==> config.mk <==
export PLATFORM = sky130hd
export DESIGN_NAME = annexb_nal_unit_splitter_top
export DESIGN_NICKNAME = d
export VERILOG_FILES = /design/src/hdl/ansplit_pkg.sv /design/src/hdl/ansplit_front.sv /design/src/hdl/ansplit_queue.sv /design/src/hdl/ansplit_back.sv /design/src/hdl/annexb_nal_unit_splitter_top.sv
export SDC_FILE = /design/constraint.sdc
export NUM_CORES = 1
export LEC_CHECK = 0
export BUFFER_PORTS_ARGS = -buffer_cell sky130_fd_sc_hd__buf_2
export CORE_UTILIZATION = 56
export CTS_BUF_LIST = sky130_fd_sc_hd__clkbuf_16
export CTS_CLUSTER_DIAMETER = 60
export DETAILED_ROUTE_END_ITERATION = 8
export PLACE_DENSITY = 0.75
export SETUP_SLACK_MARGIN = 0.2
export SYNTH_ARGS = -nofsm -noshare
export SYNTH_HDL_FRONTEND = slang
export SYNTH_HIERARCHICAL = 1
export SYNTH_SLANG_ARGS = --single-unit
export TNS_END_PERCENT = 1
==> constraint.sdc <==
create_clock -name clk_i -period 5 [get_ports clk_i]
set_input_delay 0.25 -clock clk_i [delete_from_list [all_inputs] [get_ports clk_i]]
set_output_delay 0.25 -clock clk_i [all_outputs]
set_load 0.005 [all_outputs]
==> src/hdl/ansplit_pkg.sv <==
// Shared types and constants of the Annex B NAL unit splitter.
// Used by the front, queue, back and top-level modules; no dependencies.
package ansplit_pkg;

  localparam int unsigned LineDepth     = 4;  // held bytes in the delay line
  localparam int unsigned WinDepth      = 5;  // held bytes plus the new one
  localparam int unsigned QueueDepthDef = 4;  // work entries between front and back

  localparam logic [7:0] ZeroByte = 8'h00;
  localparam logic [7:0] OneByte  = 8'h01;

  typedef struct packed {
    logic [7:0] data_byte;
    logic       end_of_stream;
  } in_beat_t;

  typedef struct packed {
    logic [7:0] out_byte;
    logic       first_of_unit;
    logic       last_of_unit;
    logic       long_start_code;
  } out_beat_t;

  // One accepted input item turned into up to WinDepth output beats.
  typedef struct packed {
    logic [WinDepth-1:0]            emit;
    out_beat_t [WinDepth-1:0]       beat;
  } work_t;

endpackage

==> src/hdl/ansplit_front.sv <==
// Front of the splitter: delay line, start code detection and beat planning.
// Depends on ansplit_pkg; feeds work entries into ansplit_queue.
module ansplit_front (
  input  logic                  clk_i,
  input  logic                  rst_ni,
  input  logic                  in_valid_i,
  input  ansplit_pkg::in_beat_t in_beat_i,
  input  logic                  q_full_i,
  output logic                  in_stall_o,
  output logic                  push_o,
  output ansplit_pkg::work_t    work_o
);

  localparam int unsigned W = ansplit_pkg::WinDepth;
  localparam int unsigned L = ansplit_pkg::LineDepth;

  logic [L-1:0][7:0] pend_byte_q, pend_byte_d;
  logic [L-1:0]      pend_valid_q, pend_valid_d;
  logic [L-1:0]      pend_first_q, pend_first_d;
  logic              inside_q, inside_d;
  logic              long_q, long_d;

  logic [W-1:0][7:0] wb;
  logic [W-1:0]      wv;
  logic [W-1:0]      wf;
  logic [W-1:0]      cand;
  logic [W-1:0]      lng;
  logic [W-1:0]      last;
  logic              acc;
  logic              found;
  logic              short_sc;
  logic              inside_w;

  assign in_stall_o = q_full_i;
  assign acc        = in_valid_i && !q_full_i;

  always_comb begin
    wb = {in_beat_i.data_byte, pend_byte_q};
    wv = {1'b1, pend_valid_q};
    wf = {1'b0, pend_first_q};
    inside_w = inside_q;

    found = (in_beat_i.data_byte == ansplit_pkg::OneByte) &&
            wv[3] && (wb[3] == ansplit_pkg::ZeroByte) &&
            wv[2] && (wb[2] == ansplit_pkg::ZeroByte);
    short_sc = !(wv[1] && (wb[1] == ansplit_pkg::ZeroByte));

    if (found) begin
      // Drop bytes ahead of the first start code of each stream.
      if (!inside_q) begin
        wv[0] = 1'b0;
        if (short_sc) begin
          wv[1] = 1'b0;
        end
        inside_w = 1'b1;
      end
      if (short_sc) begin
        wf[2] = 1'b1;
      end else begin
        wf[1] = 1'b1;
      end
    end

    // A first byte is long when the byte two places later is a held zero.
    cand = '0;
    for (int i = 0; i < 3; i++) begin
      cand[i] = wv[i+2] && (wb[i+2] == ansplit_pkg::ZeroByte);
    end

    for (int i = 0; i < W; i++) begin
      if (i == 0) begin
        lng[i] = (wv[i] && wf[i]) ? cand[i] : long_q;
      end else begin
        lng[i] = (wv[i] && wf[i]) ? cand[i] : lng[i-1];
      end
    end

    for (int i = 0; i < W - 1; i++) begin
      last[i] = wv[i+1] && wf[i+1];
    end
    last[W-1] = 1'b1;

    for (int i = 0; i < W; i++) begin
      work_o.beat[i].out_byte        = wb[i];
      work_o.beat[i].first_of_unit   = wf[i];
      work_o.beat[i].last_of_unit    = last[i];
      work_o.beat[i].long_start_code = lng[i];
    end

    work_o.emit = '0;
    pend_byte_d  = wb[W-1:1];
    pend_valid_d = wv[W-1:1];
    pend_first_d = wf[W-1:1];
    inside_d     = inside_w;
    long_d       = long_q;

    if (in_beat_i.end_of_stream) begin
      // Flush every held unit byte and the new byte, then go back to the search state.
      if (inside_w) begin
        work_o.emit = wv;
      end
      pend_valid_d = '0;
      pend_first_d = '0;
      inside_d     = 1'b0;
      long_d       = 1'b0;
    end else begin
      work_o.emit[0] = inside_w && wv[0];
      if (inside_w && wv[0]) begin
        long_d = lng[0];
      end
    end
  end

  assign push_o = acc && (work_o.emit != '0);

  always_ff @(posedge clk_i or negedge rst_ni) begin
    if (!rst_ni) begin
      pend_valid_q <= '0;
      pend_first_q <= '0;
      inside_q     <= 1'b0;
      long_q       <= 1'b0;
    end else if (acc) begin
      pend_valid_q <= pend_valid_d;
      pend_first_q <= pend_first_d;
      inside_q     <= inside_d;
      long_q       <= long_d;
    end
  end

  always_ff @(posedge clk_i) begin
    if (acc) begin
      pend_byte_q <= pend_byte_d;
    end
  end

`ifndef SYNTHESIS
  a_eos_clears : assert property (@(posedge clk_i) disable iff (!rst_ni)
    acc && in_beat_i.end_of_stream |=> !inside_q && (pend_valid_q == '0))
    else $error("line not emptied after end of stream");

  a_single_beat : assert property (@(posedge clk_i) disable iff (!rst_ni)
    acc && !in_beat_i.end_of_stream |-> (work_o.emit[W-1:1] == '0))
    else $error("more than one beat planned for a plain byte");
`endif

endmodule

==> src/hdl/ansplit_queue.sv <==
// Short register queue of work entries between front and back.
// Depends on ansplit_pkg for the entry type.
module ansplit_queue #(
  parameter int unsigned Depth = ansplit_pkg::QueueDepthDef
) (
  input  logic               clk_i,
  input  logic               rst_ni,
  input  logic               push_i,
  input  ansplit_pkg::work_t push_work_i,
  input  logic               pop_i,
  output logic               full_o,
  output logic               valid_o,
  output ansplit_pkg::work_t head_o
);

  localparam int unsigned PtrW = (Depth > 1) ? $clog2(Depth) : 1;
  localparam int unsigned CntW = $clog2(Depth + 1);

  ansplit_pkg::work_t mem_q [Depth];
  logic [PtrW-1:0] wr_ptr_q, wr_ptr_d;
  logic [PtrW-1:0] rd_ptr_q, rd_ptr_d;
  logic [CntW-1:0] count_q, count_d;

  assign full_o  = (count_q == CntW'(Depth));
  assign valid_o = (count_q != '0);
  assign head_o  = mem_q[rd_ptr_q];

  always_comb begin
    wr_ptr_d = wr_ptr_q;
    rd_ptr_d = rd_ptr_q;
    if (push_i) begin
      wr_ptr_d = (wr_ptr_q == PtrW'(Depth - 1)) ? '0 : wr_ptr_q + 1'b1;
    end
    if (pop_i) begin
      rd_ptr_d = (rd_ptr_q == PtrW'(Depth - 1)) ? '0 : rd_ptr_q + 1'b1;
    end
    case ({push_i, pop_i})
      2'b10:   count_d = count_q + 1'b1;
      2'b01:   count_d = count_q - 1'b1;
      default: count_d = count_q;
    endcase
  end

  always_ff @(posedge clk_i or negedge rst_ni) begin
    if (!rst_ni) begin
      wr_ptr_q <= '0;
      rd_ptr_q <= '0;
      count_q  <= '0;
    end else begin
      wr_ptr_q <= wr_ptr_d;
      rd_ptr_q <= rd_ptr_d;
      count_q  <= count_d;
    end
  end

  always_ff @(posedge clk_i) begin
    if (push_i) begin
      mem_q[wr_ptr_q] <= push_work_i;
    end
  end

`ifndef SYNTHESIS
  a_no_overflow : assert property (@(posedge clk_i) disable iff (!rst_ni)
    !(push_i && full_o) && !(pop_i && !valid_o))
    else $error("queue overflow or underflow");
`endif

endmodule

==> src/hdl/ansplit_back.sv <==
// Back of the splitter: unpacks one work entry into output beats, lowest lane first.
// Depends on ansplit_pkg; pops entries from ansplit_queue.
module ansplit_back (
  input  logic                   clk_i,
  input  logic                   rst_ni,
  input  logic                   q_valid_i,
  input  ansplit_pkg::work_t     q_head_i,
  output logic                   pop_o,
  output logic                   out_valid_o,
  input  logic                   out_stall_i,
  output ansplit_pkg::out_beat_t out_beat_o
);

  localparam int unsigned W = ansplit_pkg::WinDepth;

  ansplit_pkg::work_t cur_q;
  logic [W-1:0] mask_q, mask_d;
  logic [W-1:0] sel;
  logic [W-1:0] remaining;
  logic         fire;
  logic         load;

  assign sel       = mask_q & (~mask_q + 1'b1);
  assign remaining = mask_q & ~sel;

  assign out_valid_o = (mask_q != '0);
  assign fire        = out_valid_o && !out_stall_i;
  // Take the next entry when idle or when the final beat of this one leaves.
  assign load  = q_valid_i && (!out_valid_o || (fire && (remaining == '0)));
  assign pop_o = load;

  always_comb begin
    out_beat_o = '0;
    for (int i = 0; i < W; i++) begin
      if (sel[i]) begin
        out_beat_o = cur_q.beat[i];
      end
    end
    if (load) begin
      mask_d = q_head_i.emit;
    end else if (fire) begin
      mask_d = remaining;
    end else begin
      mask_d = mask_q;
    end
  end

  always_ff @(posedge clk_i or negedge rst_ni) begin
    if (!rst_ni) begin
      mask_q <= '0;
    end else begin
      mask_q <= mask_d;
    end
  end

  always_ff @(posedge clk_i) begin
    if (load) begin
      cur_q <= q_head_i;
    end
  end

`ifndef SYNTHESIS
  a_load_nonempty : assert property (@(posedge clk_i) disable iff (!rst_ni)
    load |-> (q_head_i.emit != '0))
    else $error("work entry without beats reached the back");
`endif

endmodule

==> src/hdl/annexb_nal_unit_splitter_top.sv <==
// Top level of the Annex B NAL unit splitter.
// Depends on ansplit_pkg, ansplit_front, ansplit_queue and ansplit_back.
//
//   channel | direction | handshake             | beat type
//   --------+-----------+-----------------------+------------------------
//   in      | input     | in_valid_i/in_stall_o | ansplit_pkg::in_beat_t
//   out     | output    | out_valid_o/out_stall_i | ansplit_pkg::out_beat_t
//
// Cycles: one input byte per clock unless the queue is full; a plain byte yields at
//   most one output beat, an end-of-stream byte up to five, sent one per clock unless stalled.
// The back stage loads the next queued entry in the cycle its last beat leaves,
//   so the output sustains one beat per clock while entries are queued and no stall.
// Reset: asynchronous, active low; clears the delay line valid bits, the unit
//   state, the queue pointers and the back stage lane mask.
// Stalls: in_stall_o rises only when the work queue is full; an out stall holds
//   the back stage while the front keeps filling the queue.
module annexb_nal_unit_splitter_top #(
  parameter int unsigned QueueDepth = ansplit_pkg::QueueDepthDef
) (
  input  logic                   clk_i,
  input  logic                   rst_ni,
  input  logic                   in_valid_i,
  output logic                   in_stall_o,
  input  ansplit_pkg::in_beat_t  in_beat_i,
  output logic                   out_valid_o,
  input  logic                   out_stall_i,
  output ansplit_pkg::out_beat_t out_beat_o
);

  // Front to queue: planned beats of one accepted byte.
  logic               push;
  ansplit_pkg::work_t push_work;
  // Queue to back.
  logic               q_full;
  logic               q_valid;
  logic               pop;
  ansplit_pkg::work_t q_head;

  // Detect start codes and plan the beats of each accepted byte.
  ansplit_front u_front (
    .clk_i      (clk_i),
    .rst_ni     (rst_ni),
    .in_valid_i (in_valid_i),
    .in_beat_i  (in_beat_i),
    .q_full_i   (q_full),
    .in_stall_o (in_stall_o),
    .push_o     (push),
    .work_o     (push_work)
  );

  // Decouple the byte-rate front from the stallable output.
  ansplit_queue #(
    .Depth (QueueDepth)
  ) u_queue (
    .clk_i       (clk_i),
    .rst_ni      (rst_ni),
    .push_i      (push),
    .push_work_i (push_work),
    .pop_i       (pop),
    .full_o      (q_full),
    .valid_o     (q_valid),
    .head_o      (q_head)
  );

  // Send the planned beats out in stream order.
  ansplit_back u_back (
    .clk_i       (clk_i),
    .rst_ni      (rst_ni),
    .q_valid_i   (q_valid),
    .q_head_i    (q_head),
    .pop_o       (pop),
    .out_valid_o (out_valid_o),
    .out_stall_i (out_stall_i),
    .out_beat_o  (out_beat_o)
  );

endmodule
==> results.txt <==
The run finished with clean final reports. The top flip-flop cell by instance count after synthesis was sky130_fd_sc_hd__edfxtp_1. The initial antenna violation count was 0. In this run the count of I/O pins placed on the die edge is 26. The HPWL after detailed placement is 14.1 mm. Global routing finished with a remaining overflow of 0. By area the synthesized netlist is led by sky130_fd_sc_hd__edfxtp_1 (73%), sky130_fd_sc_hd__mux4_2 (9.7%), sky130_fd_sc_hd__dfrtp_1 (3.7%). For the worst max-slew margin expressed relative to the limit, the log shows 8.26%. TritonCTS built the clock tree. For the number of nets in the layout, the log shows 711. The worst hold-check path type was in -> reg. The post-layout utilization of the core is 63.2%. The number of gates resized after CTS was 0. The number of port buffers was 25; the number of enable-type register cells in the synthesized netlist was 327. The maximum fanout along the worst path was 60; the die area was 24600 sq um.

The cell sitting at the root of the clock tree is a sky130_fd_sc_hd__clkbuf_16. Global routing used 22.1% of the available tracks across all layers. The endpoint class of the critical path is a flop.

STA puts the critical path data arrival time at 3.95 ns. The average routed wire per standard cell is 24.7 um, and the total negative setup slack is 0 ns. The maximum number of pins on one net before global-route repair was 63. The floorplan step defined a core boundary enclosing 23500 sq um. Number of standard cells after synthesis: 656. Setup repair after global routing left no endpoint under its margin. Basic-gate share of the synthesized area counting and, or, nand and nor cells: 4.43%.

Multiplexer share of the synthesized area: 10.4%. For the worst setup path, the data required time is 5.11 ns. The synthesized design devotes to its leading area cell type 73.3% of total area. CTS built an H-tree with a depth of 2.

Fraction of final layout cells sized beyond drive strength 1: 23.9%. The initial DRC count is 773. For the final clock skew, the log shows 0.0283 ns.

The share of synthesized area occupied by flip-flops and latches was 77.0%; the die boundary width was 157 um. Setup violations remaining at the end of the flow were counted as 0. In this run the static leakage power is 4.96 nW. The worst path needs 3.83 ns of the cycle, external delays included. In this run the remaining antenna-violating nets after routing total 0. The tools report the initial core utilization as 57.1%. The via count of the first global-routing pass was 6540; the cell row count was 56. The run gives 261 MHz as the highest achievable clock rate. In this run the power density over the cells is 567 nW/um^2. The vertical die dimension is 157 um. For the number of max-capacitance violations reported, the log shows 0.

The startpoint identified for the worst hold timing path is in_beat_i[6]. The synthesized netlist devotes 0.196% of its cell area to XOR and XNOR gates. The clock latency at the later pin of the worst-skew pair is 0.51 ns, and the antenna diode count is 0. The clock slew seen by the registers of the worst setup and hold paths was 0.06 ns.

In this run, synthesis produced a sequential element count of 347. sky130_fd_sc_hd__edfxtp_1 takes more of the synthesized area than any other cell. The first global-routing pass estimated 38.9 mm of wire. The pre-antenna-repair detailed-routing pass consisted of 6 iterations. The run gives 3 as the maximum count of clock buffers along a single path.

For this block, the routed nets add up to 25.5 mm of wire. The area fraction in compound gates after synthesis is 4.15%, and the final-report max-slew violation count is 0. A synthesized cell averages 20.4 sq um. The tools report the launching instance or port of the critical path as u_front/work_o[27]. The async set or reset register ratio after synthesis was 5.76%; the area share of fa/ha/maj cells after synthesis was 0.784%.

Leading cell type by number of instances after synthesis: sky130_fd_sc_hd__edfxtp_1. The worst-margin pin slew was 1.37 ns. By area, the combinational part of the netlist is dominated by multiplexers. IR analysis of the VDD net gives a maximum drop of 0.613 mV. The worst setup path is launched from a flop. For the count of warnings emitted by yosys, the log shows 6.

The run gives 347 as the sink count of the clock tree. The commonest cells after synthesis are sky130_fd_sc_hd__edfxtp_1 (327), sky130_fd_sc_hd__mux4_2 (58), sky130_fd_sc_hd__nand2_1 (40). The number of clock buffers added by TritonCTS is 34.

The startpoint identified for the worst register-to-register timing path is u_front/work_o[27]. In the routed design, unresolved DRC markers number 0. The count of unique library cells instantiated by Yosys was 55; the routed via count was 6248. From synthesis to final layout, the design area changed by 10.7%. For the final count of hold timing violations, the log shows 0. The post-detailed-route via-to-cell ratio was 6.05; the portion of the clock cycle consumed by the worst path in the final layout was 76.7%.

The run gives 0.846 as the routability-driven placement congestion ratio. The tools report the cell area after synthesis as 13400 sq um. The critical path class was reg -> reg.
## kinds of logic after synthesis
kind of cell / Yosys count
other cells: 2
buf+inv: 53
xor+xnor: 3
mux: 63
fa+ha+maj: 8
simple gates: 111
flops: 347
compound gates: 69
## cells in the final DEF (no fill, tap or decap), types with 14 or more instances in the layout
master	n
sky130_fd_sc_hd__buf_2	25
sky130_fd_sc_hd__inv_1	21
sky130_fd_sc_hd__clkbuf_16	35
sky130_fd_sc_hd__a21oi_1	14
sky130_fd_sc_hd__edfxtp_1	327
sky130_fd_sc_hd__nand2_1	40
sky130_fd_sc_hd__mux4_2	58
sky130_fd_sc_hd__nor2_1	16
sky130_fd_sc_hd__dfrtp_1	18
sky130_fd_sc_hd__o21ai_0	14
## where the power goes
part,internal [mW],total (mW),switching [mW]
clock network,1.53,2.53,1.00
registers,3.71,4.06,0.345
logic,0.829,1.83,0.998
total,6.07,8.41,2.34
## state kept, by name, summed over array words and instances, names as in the netlist
| name | flops |
|---|---|
| u_front/pend_valid_q | 4 |
| u_queue/count_q | 3 |
| u_back/cur_q | 55 |
| u_back/mask_q | 5 |
| u_front/pend_first_q | 2 |
| u_queue/mem_q | 240 |
| u_front/long_q | 1 |
| u_front/inside_q | 1 |
| u_front/work_o | 32 |
| u_queue/rd_ptr_q | 2 |
| u_queue/wr_ptr_q | 2 |
## area by class of cell
type | instances | area [sq um]
Sequential cell | 347 | 10300
Fill cell | 1505 | 8640
Multi-Input combinational cell | 259 | 2710
Clock buffer | 35 | 876
Tap cell | 319 | 399
Clock inverter | 24 | 240
Timing Repair Buffer | 38 | 240
Inverter | 11 | 41.3
## stage by stage
stage | power [mW] | instance area (sq um) | setup slack, ns | hold WS (ns) | std cells
final | 8.41 | 14800 | 1.17 | 0.0159 | 1033
after floorplan | 5.39 | 13400 | 0.956 | -0.0456 | 659
after global placement | 5.87 | 13700 | 1.29 | 0.242 | 972
after detailed placement | 5.94 | 13700 | 1.25 | 0.245 | 972
after CTS | 8.48 | 14800 | 1.19 | 0.00100 | 1033
after global routing | 8.77 | 14800 | 0.980 | 0.00234 | 1033
## per-layer routing
layer | global-route usage (%) | vias up | part of all wire [%]
met5 | 0 | - | 0
met4 | 6.54 | 0 | 1.8
met3 | 4.54 | 39 | 8.1
met2 | 35.7 | 306 | 50
met1 | 30.7 | 3206 | 40
li1 | - | 2697 | -
## worst max-delay path, cell delays in order (launching register included)
cell	delay, ns
sky130_fd_sc_hd__edfxtp_1	0.49
sky130_fd_sc_hd__or4_4	0.63
sky130_fd_sc_hd__or3_4	0.40
sky130_fd_sc_hd__nor3_1	0.44
sky130_fd_sc_hd__nand2_1	0.10
sky130_fd_sc_hd__a21oi_1	0.39
sky130_fd_sc_hd__and2_2	0.22
sky130_fd_sc_hd__buf_4	0.74
## worst paths after layout
check / endpoint / slack (ns) / cells after the start
max: u_queue/mem_q[3][28] / 1.17 / 7
min: u_queue/mem_q[0][52] / 0.02 / 1
max reg2reg: u_queue/mem_q[3][28] / 1.17 / 7
min reg2reg: u_queue/count_q[2] / 0.49 / 1
max in group asynchronous: u_queue/rd_ptr_q[0] / 4.37 / 2
min in group asynchronous: u_back/mask_q[4] / 0.24 / 2
## what timing repair did
item,in CTS,in global routing
setup endpoints to repair,0,0
buffers inserted,0,0
hold endpoints to repair,25,0
hold buffers,2,0
Note: power is estimated with default switching activity, not from simulation.
